## src/sv/chce_pkg.sv

```systemverilog
// Shared types and constants for the character Hamming/CRC encoder.
package chce_pkg;

   localparam int BYTES_PER_CHAR = 3;
   localparam int SEL_W          = $clog2(BYTES_PER_CHAR);
   localparam logic [SEL_W-1:0] SEL_FIRST = SEL_W'(0);
   localparam logic [SEL_W-1:0] SEL_MID   = SEL_W'(1);
   localparam logic [SEL_W-1:0] SEL_LAST  = SEL_W'(BYTES_PER_CHAR - 1);

   localparam int CSR_INDEX_W = 2;
   localparam int CSR_DATA_W  = 4;

   typedef enum logic [CSR_INDEX_W-1:0] {
      CSR_MODE_SELECT = 2'd0,
      CSR_DATA_WIDTH  = 2'd1
   } csr_index_type;

   localparam logic       MODE_HAMMING   = 1'b0;
   localparam logic       MODE_CRC       = 1'b1;
   localparam logic [3:0] WIDTH_SEVEN    = 4'd7;
   localparam logic [3:0] WIDTH_RESET    = 4'd8;
   localparam logic [7:0] LEN_SHORT      = 8'd11;
   localparam logic [7:0] LEN_LONG       = 8'd12;

   localparam logic [15:0] CRC_INIT = 16'hFFFF;
   localparam logic [15:0] CRC_MSB  = 16'h8000;
   localparam logic [15:0] CRC_POLY = 16'h1021;

   // three payload bytes of one character, b0 goes out first
   typedef struct packed {
      logic [7:0] b0;
      logic [7:0] b1;
      logic [7:0] b2;
   } entry_type;

endpackage

```

## src/sv/chce_front.sv

```systemverilog
// Front end: config registers, request intake and per-character encoding.
module chce_front (
   input  logic                              clock,
   input  logic                              reset,
   input  logic                              req_valid,
   output logic                              req_ready,
   input  logic [7:0]                        req_char_byte,
   input  logic                              csr_valid,
   input  logic [chce_pkg::CSR_INDEX_W-1:0]  csr_index,
   input  logic [chce_pkg::CSR_DATA_W-1:0]   csr_data,
   input  logic                              q_full,
   output logic                              push,
   output chce_pkg::entry_type               push_entry
);

   logic       mode_ff, mode_in;
   logic [3:0] width_ff, width_in;

   function automatic logic [15:0] crc_byte(input logic [7:0] b);
      logic [15:0] c;
      c = chce_pkg::CRC_INIT ^ {b, 8'h00};
      for (int i = 0; i < 8; i++) begin
         if ((c & chce_pkg::CRC_MSB) != 16'h0000)
            c = {c[14:0], 1'b0} ^ chce_pkg::CRC_POLY;
         else
            c = {c[14:0], 1'b0};
      end
      return c;
   endfunction

   // codeword bit p-1 holds position p
   function automatic logic [11:0] hamming_word(input logic [7:0] d);
      logic [11:0] w;
      w[0]  = d[0] ^ d[1] ^ d[3] ^ d[4] ^ d[6];
      w[1]  = d[0] ^ d[2] ^ d[3] ^ d[5] ^ d[6];
      w[2]  = d[0];
      w[3]  = d[1] ^ d[2] ^ d[3] ^ d[7];
      w[4]  = d[1];
      w[5]  = d[2];
      w[6]  = d[3];
      w[7]  = d[4] ^ d[5] ^ d[6] ^ d[7];
      w[8]  = d[4];
      w[9]  = d[5];
      w[10] = d[6];
      w[11] = d[7];
      return w;
   endfunction

   always_comb begin
      mode_in  = mode_ff;
      width_in = width_ff;
      if (csr_valid) begin
         case (csr_index)
            chce_pkg::CSR_MODE_SELECT: mode_in  = csr_data[0];
            chce_pkg::CSR_DATA_WIDTH:  width_in = csr_data;
            default: ;
         endcase
      end
   end

   always_ff @(posedge clock) begin
      if (reset) begin
         mode_ff  <= chce_pkg::MODE_HAMMING;
         width_ff <= chce_pkg::WIDTH_RESET;
      end else begin
         mode_ff  <= mode_in;
         width_ff <= width_in;
      end
   end

   logic        short_word;
   logic [7:0]  ham_data;
   logic [11:0] word;
   logic [15:0] crc;

   assign short_word = (width_ff == chce_pkg::WIDTH_SEVEN);
   assign ham_data   = short_word ? {1'b0, req_char_byte[6:0]} : req_char_byte;
   assign word       = hamming_word(ham_data);
   assign crc        = crc_byte(req_char_byte);

   always_comb begin
      if (mode_ff == chce_pkg::MODE_CRC) begin
         push_entry.b0 = req_char_byte;
         push_entry.b1 = crc[15:8];
         push_entry.b2 = crc[7:0];
      end else begin
         push_entry.b0 = short_word ? chce_pkg::LEN_SHORT : chce_pkg::LEN_LONG;
         push_entry.b1 = word[7:0];
         push_entry.b2 = {4'b0000, word[11:8]};
      end
   end

   assign req_ready = !q_full;
   assign push      = req_valid && !q_full;

endmodule

```

## src/sv/chce_queue.sv

```systemverilog
// Two-entry queue of encoded characters between front and back end.
module chce_queue (
   input  logic                clock,
   input  logic                reset,
   input  logic                push,
   input  chce_pkg::entry_type push_entry,
   input  logic                pop,
   output logic                q_full,
   output logic                q_valid,
   output chce_pkg::entry_type head_entry
);

   chce_pkg::entry_type slot_ff [2];
   logic       wr_ptr_ff, wr_ptr_in;
   logic       rd_ptr_ff, rd_ptr_in;
   logic [1:0] count_ff, count_in;

   assign q_full     = (count_ff == 2'd2);
   assign q_valid    = (count_ff != 2'd0);
   assign head_entry = slot_ff[rd_ptr_ff];

   always_comb begin
      wr_ptr_in = push ? !wr_ptr_ff : wr_ptr_ff;
      rd_ptr_in = pop  ? !rd_ptr_ff : rd_ptr_ff;
      count_in  = count_ff;
      if (push && !pop)
         count_in = count_ff + 2'd1;
      else if (pop && !push)
         count_in = count_ff - 2'd1;
   end

   always_ff @(posedge clock) begin
      if (reset) begin
         wr_ptr_ff <= 1'b0;
         rd_ptr_ff <= 1'b0;
         count_ff  <= 2'd0;
      end else begin
         wr_ptr_ff <= wr_ptr_in;
         rd_ptr_ff <= rd_ptr_in;
         count_ff  <= count_in;
      end
   end

   always_ff @(posedge clock) begin
      if (push)
         slot_ff[wr_ptr_ff] <= push_entry;
   end

endmodule

```

## src/sv/chce_back.sv

```systemverilog
// Back end: serializes the queue head onto the byte-wide response channel.
module chce_back (
   input  logic                clock,
   input  logic                reset,
   input  logic                q_valid,
   input  chce_pkg::entry_type head_entry,
   output logic                pop,
   output logic                rsp_valid,
   input  logic                rsp_ready,
   output logic [7:0]          rsp_out_byte,
   output logic                rsp_last_byte
);

   logic                       valid_ff, valid_in;
   logic [7:0]                 byte_ff, byte_in;
   logic                       last_ff, last_in;
   logic [chce_pkg::SEL_W-1:0] sel_ff, sel_in;
   logic                       advance;
   logic                       at_last;

   // output register frees up when empty or its transaction completes
   assign advance = !valid_ff || rsp_ready;
   assign at_last = (sel_ff == chce_pkg::SEL_LAST);
   assign pop     = advance && q_valid && at_last;

   always_comb begin
      valid_in = valid_ff;
      byte_in  = byte_ff;
      last_in  = last_ff;
      sel_in   = sel_ff;
      if (advance) begin
         valid_in = q_valid;
         last_in  = at_last;
         case (sel_ff)
            chce_pkg::SEL_FIRST: byte_in = head_entry.b0;
            chce_pkg::SEL_MID:   byte_in = head_entry.b1;
            default:             byte_in = head_entry.b2;
         endcase
         if (q_valid)
            sel_in = at_last ? chce_pkg::SEL_FIRST : sel_ff + 1'b1;
      end
   end

   always_ff @(posedge clock) begin
      if (reset) begin
         valid_ff <= 1'b0;
         sel_ff   <= chce_pkg::SEL_FIRST;
      end else begin
         valid_ff <= valid_in;
         sel_ff   <= sel_in;
      end
   end

   always_ff @(posedge clock) begin
      byte_ff <= byte_in;
      last_ff <= last_in;
   end

   assign rsp_valid     = valid_ff;
   assign rsp_out_byte  = byte_ff;
   assign rsp_last_byte = last_ff;

endmodule

```

## src/sv/char_hamming_crc_encoder_top.sv

```systemverilog
// Top level of the character Hamming/CRC encoder.
//
//   channel | ports                                   | direction
//   req     | req_valid req_ready req_char_byte       | in
//   rsp     | rsp_valid rsp_ready rsp_out_byte/last   | out
//   csr     | csr_valid csr_ready csr_index csr_data  | in
//
// Each character yields three response bytes, one per cycle while rsp_ready is
// held high; the sustained character rate is set by the byte-wide output serializer.
// A character is encoded in the cycle it is accepted and written into the queue;
// its first byte is then loaded into the output register. Up to two encoded characters
// wait in the queue, so requests are still taken while the response side stalls until it is full.
// Reset (synchronous) empties the queue and output stage and sets Hamming mode
// with 8 data bits.
module char_hamming_crc_encoder_top (
   input  logic                              clock,
   input  logic                              reset,
   input  logic                              req_valid,
   output logic                              req_ready,
   input  logic [7:0]                        req_char_byte,
   output logic                              rsp_valid,
   input  logic                              rsp_ready,
   output logic [7:0]                        rsp_out_byte,
   output logic                              rsp_last_byte,
   input  logic                              csr_valid,
   output logic                              csr_ready,
   input  logic [chce_pkg::CSR_INDEX_W-1:0]  csr_index,
   input  logic [chce_pkg::CSR_DATA_W-1:0]   csr_data
);

   logic                q_full;
   logic                q_valid;
   logic                push;
   logic                pop;
   chce_pkg::entry_type push_entry;
   chce_pkg::entry_type head_entry;

   assign csr_ready = 1'b1;

   chce_front u_front (
      .clock         (clock),
      .reset         (reset),
      .req_valid     (req_valid),
      .req_ready     (req_ready),
      .req_char_byte (req_char_byte),
      .csr_valid     (csr_valid),
      .csr_index     (csr_index),
      .csr_data      (csr_data),
      .q_full        (q_full),
      .push          (push),
      .push_entry    (push_entry)
   );

   chce_queue u_queue (
      .clock      (clock),
      .reset      (reset),
      .push       (push),
      .push_entry (push_entry),
      .pop        (pop),
      .q_full     (q_full),
      .q_valid    (q_valid),
      .head_entry (head_entry)
   );

   chce_back u_back (
      .clock         (clock),
      .reset         (reset),
      .q_valid       (q_valid),
      .head_entry    (head_entry),
      .pop           (pop),
      .rsp_valid     (rsp_valid),
      .rsp_ready     (rsp_ready),
      .rsp_out_byte  (rsp_out_byte),
      .rsp_last_byte (rsp_last_byte)
   );

endmodule

```

## config.mk

```make
export PLATFORM = sky130hd
export DESIGN_NAME = char_hamming_crc_encoder_top
export DESIGN_NICKNAME = d
export VERILOG_FILES = /design/src/sv/chce_pkg.sv /design/src/sv/chce_front.sv /design/src/sv/chce_queue.sv /design/src/sv/chce_back.sv /design/src/sv/char_hamming_crc_encoder_top.sv
export SDC_FILE = /design/constraint.sdc
export NUM_CORES = 1
export LEC_CHECK = 0
export BUFFER_PORTS_ARGS = -buffer_cell sky130_fd_sc_hd__buf_2
export CAP_MARGIN = 5
export CORE_MARGIN = 2
export CORE_UTILIZATION = 61
export DETAILED_ROUTE_END_ITERATION = 6
export PLACE_DENSITY = 0.8
export SYNTH_ARGS = -nofsm -noshare
export SYNTH_HDL_FRONTEND = slang
export SYNTH_SLANG_ARGS = --single-unit
```

## constraint.sdc

```tcl
create_clock -name clock -period 4.76 [get_ports clock]
set_input_delay 0.714 -clock clock [delete_from_list [all_inputs] [get_ports clock]]
set_output_delay 0.714 -clock clock [all_outputs]
set_load 0.005 [all_outputs]
```

# After elaboration in Yosys (flattened, before gate mapping)

Memories as Yosys holds them, arrays and structs flattened. A register that Yosys moved wholly into a read port is not among the register bits.
Cells that the tools add are included.
Widths: inputs -> output; s select.

Register bits after elaboration: 21
Output and inout port bits: 12
Input bits: 19
Bits in writable memories: 48
Memories: 1

Equal/unequal tests: 5
Bitwise logic cells: 23
Multiplexer cells: 19
Add/sub/neg operators: 3
Reduce and logical (&&, ||, !) cells: 19

Memories:

| name            | depth | width | rd ports | clocked after Yosys merged registers in | write ports | line             | text |
|---|---|---|---|---|---|---|---|
| u_queue.slot_ff | 2     | 24    | 1        | 1                                       | 1           | chce_queue.sv:13 | `chce_pkg::entry_type slot_ff [2];` |

Operator list:

| kind                | count |
|---|---|
| $mux 13             | 8 |
| $mux 24             | 1 |
| $not 3->3           | 8 |
| $not 16->16         | 1 |
| $pmux 8 s2          | 1 |
| $xor 1x1->1         | 14 |
| $mux 8              | 1 |
| $logic_not 1->1     | 6 |
| $mux 2              | 3 |
| $reduce_and 2->1    | 3 |
| $logic_and 1x1->1   | 5 |
| $add 2x1->2 const B | 2 |
| $eq 2x1->1 const B  | 2 |
| $eq 2x2->1 const B  | 2 |
| $eq 4x3->1 const B  | 1 |
| $logic_not 2->1     | 2 |
| $mux 1              | 4 |
| $reduce_bool 2->1   | 2 |
| $mux 3              | 1 |
| $sub 2x1->2 const B | 1 |
| $logic_or 1x1->1    | 1 |

# Logic depth before layout (Yosys ltp)

Word-level depth: 18
Depth in mapped cells: 8
Gate-level depth less buffers: 7

# Modules after synthesis

Synthesis repeated with hierarchy kept, for this count alone.

Cell total of the unflattened synthesis: 225
Area total of the unflattened synthesis: 3164.3 µm²

By module, submodules not included:

| module                       | seq. area each (µm²) | cells each | times used | area each (µm²) |
|---|---|---|---|---|
| chce_queue                   | 1541.5               | 97         | 1          | 1941.9 |
| chce_front                   | 100.1                | 75         | 1          | 640.6 |
| chce_back                    | 330.3                | 51         | 1          | 570.5 |
| char_hamming_crc_encoder_top | 0.0                  | 2          | 1          | 11.3 |

# Least setup slack after synthesis

Ideal clock, no wire load.

Kind: input -> register
Start: in req_valid
End: mem u_queue.slot_ff[0][0] (netlist bit) (enable)
Stages on the path: 2
Setup slack: 2.530 ns
Arrival time: 1.825 ns
Cells stage by stage: nand2_1 nor2_1

Word-level cells in the longest chain between the ends: 3

RTL lines:

| what                         | line                               | text |
|---|---|---|
| from (decl)                  | char_hamming_crc_encoder_top.sv:18 | `input logic req_valid,` |
| $logic_and 1x1->1            | chce_front.sv:94                   | `assign push = req_valid && !q_full;` |
| $mux 1                       | chce_queue.sv:45                   | `if (push)` |
| $mux 1 (not written as such) | chce_queue.sv:46                   | `slot_ff[wr_ptr_ff] <= push_entry;` |
| to (decl)                    | chce_queue.sv:13                   |  |

No other way between the ends.

# Final worst setup path

Start: reg u_back.sel_ff[1] (netlist bit)
End: reg u_queue.count_ff[1]

Word-level cells in the longest chain between the ends: 5
Elaborated cells on any way between the ends: 7

RTL lines:

| what                                               | line             | text |
|---|---|---|
| from (decl)                                        | chce_back.sv:17  | `logic [chce_pkg::SEL_W-1:0] sel_ff, sel_in;` |
| from (signal assigned)                             | chce_back.sv:47  | `sel_ff <= chce_pkg::SEL_FIRST;` |
| from (signal assigned)                             | chce_back.sv:50  | `sel_ff <= sel_in;` |
| $eq 2x2->1 (*)                                     | chce_back.sv:23  | `assign at_last = (sel_ff == chce_pkg::SEL_LAST);` |
| named net u_back.at_last                           | chce_back.sv:19  | `logic at_last;` |
| $logic_and 1x1->1 (*)                              | chce_back.sv:24  | `assign pop = advance && q_valid && at_last;` |
| $logic_not 1->1                                    | chce_queue.sv:26 | `if (push && !pop)` |
| $logic_and 1x1->1                                  | chce_queue.sv:26 |  |
| $mux 2 / $reduce_bool 2->1 (equally long branches) | --               |  |
| to (signal assigned)                               | chce_queue.sv:40 | `count_ff <= count_in;` |
| to (decl)                                          | chce_queue.sv:16 | `logic [1:0] count_ff, count_in;` |

Mark *: on every way through the listed nets, which the timed path passes. The rest lies on a longest branch.
A chain may end at the register's enable or synchronous reset.

==> results.py <==
metrics = {
    "logic_synthesis": {
        "yosysTopAreaCell": "edfxtp_1",
        "synthTopCellsByCount": "edfxtp_1, nor2_1, dfxtp_1, mux2i_1, xnor2_1",
        "synth_cells": 209,
        "ys_seq_elements": 70,
        "synthFlopType": "edfxtp_1",
        "synth_area_um2": 3060,
        "ys_seq_area_frac": 0.644,
        "synth_top_area_frac": 0.559,
        "synth_area_leaders": "edfxtp_1, dfxtp_1, mux4_2, mux2i_1, xnor2_1",
        "syn_avg_cell_area_um2": 14.7,
        "synth_nets": 229,
        "synth_cell_types": 36,
        "synth-edff-count": 57,
        "ys_async_sr_fraction": 0,
        "ys.warnings.count": 0,
        "yosysMostFrequentCell": "edfxtp_1",
    },
    "clock_network": {
        "clk_latency_ns": 0.33,
        "postCtsResizedCells": 0,
        "htreeDepth": 3,
        "ctsLongestPathBuffers": 2,
        "postCtsHoldBufs": 0,
        "clock-sinks": 70,
        "cts-root-buf": "clkbuf_8",
        "cts_buffers": 9,
        "postCtsSetupBuffers": 0,
        "path_clk_slew_ns": 0.07,
        "cts_tree": "done",
    },
    "pwr": {
        "netSwitchingFraction": 0.252,
        "p_sw_uw": 380,
        "comb_power_share": 0.165,
        "p_clk_frac": 0.288,
        "irDropWorstVdd_v": 0.000207,
        "total_power_mw": 1.51,
        "p_seq_frac": 0.548,
        "cellPowerDensity_nw_per_um2": 443,
        "p_int_mw": 1.13,
        "p_leak_nw": 1.22,
    },
    "sta": {
        "skew_ns": 0.00710,
        "rsz0062_at_grt": "false",
        "holdWs_ns": 0.458,
        "period_minus_slack_ns": 2.15,
        "fmax_mhz": 466,
        "timing.final.crit_share": 0.451,
        "hold_viol": 0,
        "setup_ws_ns": 2.61,
        "finalMaxSlewViolations": 0,
        "max_slew_margin": 0.241,
        "tightest_slew_ns": 1.14,
        "setup-violations-final": 0,
        "tns_ns": 0,
    },
    "place": {
        "dp_slack_ns": 2.56,
        "place_congestion": 0.712,
        "io_buffers": 29,
        "placed_cells": 293,
        "placed_area_um2": 3220,
        "hpwl_mm": 3.04,
    },
    "floorplanning": {
        "die_w_um": 74.9,
        "die_y_um": 74.9,
        "start_util": 0.640,
        "fp.dieArea_um2": 5610,
        "ios": 31,
        "core_um2": 4790,
        "std_cell_rows": 25,
    },
    "min_path": {
        "hp-class": "reg2reg",
        "hold_start": "u_front.width_ff[3]",
    },
    "grt": {
        "grtUsageMet1": 0.257,
        "grt.busiest_layer": "met2",
        "use_met3": 0.0589,
        "grt.overflow.total": 0,
        "grt_pass1_vias": 1534,
        "use_met2": 0.270,
        "grtUsageTotal": 0.185,
        "grt_max_degree": 27,
        "grt_pass1_wl_mm": 7.31,
        "antenna_found_initial": 0,
    },
    "detailed_routing": {
        "wl_mm": 4.51,
        "dr_total_vias": 1619,
        "ant_nets": 0,
        "avgViaCountPerCell": 5.24,
        "drc_errors": 0,
        "firstDrtPassIters": 4,
        "wl_per_cell_um": 14.6,
        "drt_iter0_drc": 99,
    },
    "finish": {
        "drive_gt1_frac": 0.264,
        "antennaDiodeCount": 0,
        "area_growth_pct": 11.2,
        "fin_area_um2": 3410,
        "fin_util": 0.712,
        "instances_no_fill": 309,
        "nets": 257,
    },
    "worst_setup_path": {
        "cp_max_fo": 19,
        "reg2reg_from": "u_back.sel_ff[1]",
        "arrival_ns": 2.42,
        "worst_ep_required_time_ns": 5.03,
        "end_kind": "flip-flop",
        "crit_type": "reg2reg",
        "start_kind": "flip-flop",
        "cp-startpoint": "u_back.sel_ff[1]",
    },
    "job": {
        "max_cap_violations": 0,
    },
    "run_status": {
        "status": "finished, final reports clean",
    },
}
## cells in the final DEF, fill, tap and decap left out, drive strengths merged, types with 8 or more instances in the layout
| cell type | count |
|---|---|
| edfxtp | 57 |
| buf | 30 |
| nor2 | 20 |
| xnor2 | 13 |
| mux2i | 13 |
| dfxtp | 13 |
| xor2 | 13 |
| clkbuf | 12 |
| a21oi | 11 |
| nand2 | 8 |
| mux4 | 8 |
## layout make-up
cell class	count	area [um2]
sequential	70	1970
fill	336	1380
multi-input combinational	122	1000
clock buffer	12	166
timing repair buffer	30	153
tap	67	83.8
clock inverter	4	18.8
inverter	4	15.0
## state kept, by name, indices dropped and copies added, names as in the netlist, named ones only
register,cells
u_queue.wr_ptr_ff,1
u_front.width_ff,4
u_back.rsp_last_byte,1
u_back.rsp_out_byte,8
u_front.mode_ff,1
u_queue.count_ff,2
u_back.rsp_valid,1
u_queue.slot_ff,48
u_back.sel_ff,2
u_queue.rd_ptr_ff,1
## routing by layer
| metal | vias to the layer above | routed length [um] |
|---|---|---|
| met4 | 0 | 90 |
| met2 | 47 | 2060 |
| met1 | 762 | 2090 |
| met5 | - | 0 |
| met3 | 11 | 265 |
| li1 | 799 | - |
## cell families (layout without fill, tap and decap cells)
group / after synthesis / in the layout / synth area share
adder cells (fa/ha/maj): 1 / 1 / 0.00408
XOR/XNOR: 26 / 26 / 0.0829
other: 1 / 1 / 0.00122
multiplexers: 26 / 26 / 0.120
flip-flops: 70 / 70 / 0.644
AO/OA/AOI/OAI: 21 / 21 / 0.0400
AND/OR/NAND/NOR: 47 / 47 / 0.0776
buffers and inverters: 17 / 50 / 0.0310
## power groups by stage
stage / registers [mW] / logic (mW) / clock network (mW)
global route: 0.841 / 0.281 / 0.463
floorplan: 0.823 / 0.186 / 0
CTS: 0.828 / 0.251 / 0.442
detailed placement: 0.840 / 0.249 / 0
finish: 0.827 / 0.249 / 0.435
global placement: 0.836 / 0.244 / 0
## final timing paths
check	endpoint	slack, ns	depth (start not counted)
setup reg to reg	u_queue.count_ff[1]	2.61	6
hold / removal	u_front.width_ff[3]	0.46	1
setup / recovery	u_queue.count_ff[1]	2.61	6
hold reg to reg	u_front.width_ff[3]	0.46	1
## critical path, stage by stage (launching register included)
cell and delay, ns:
dfxtp_1 0.67, nor2b_1 0.24, nor3b_2 0.26, inv_1 0.08, ha_1 0.34, or3_1 0.36, a21oi_1 0.14
Power figures use the tool's default switching activity.
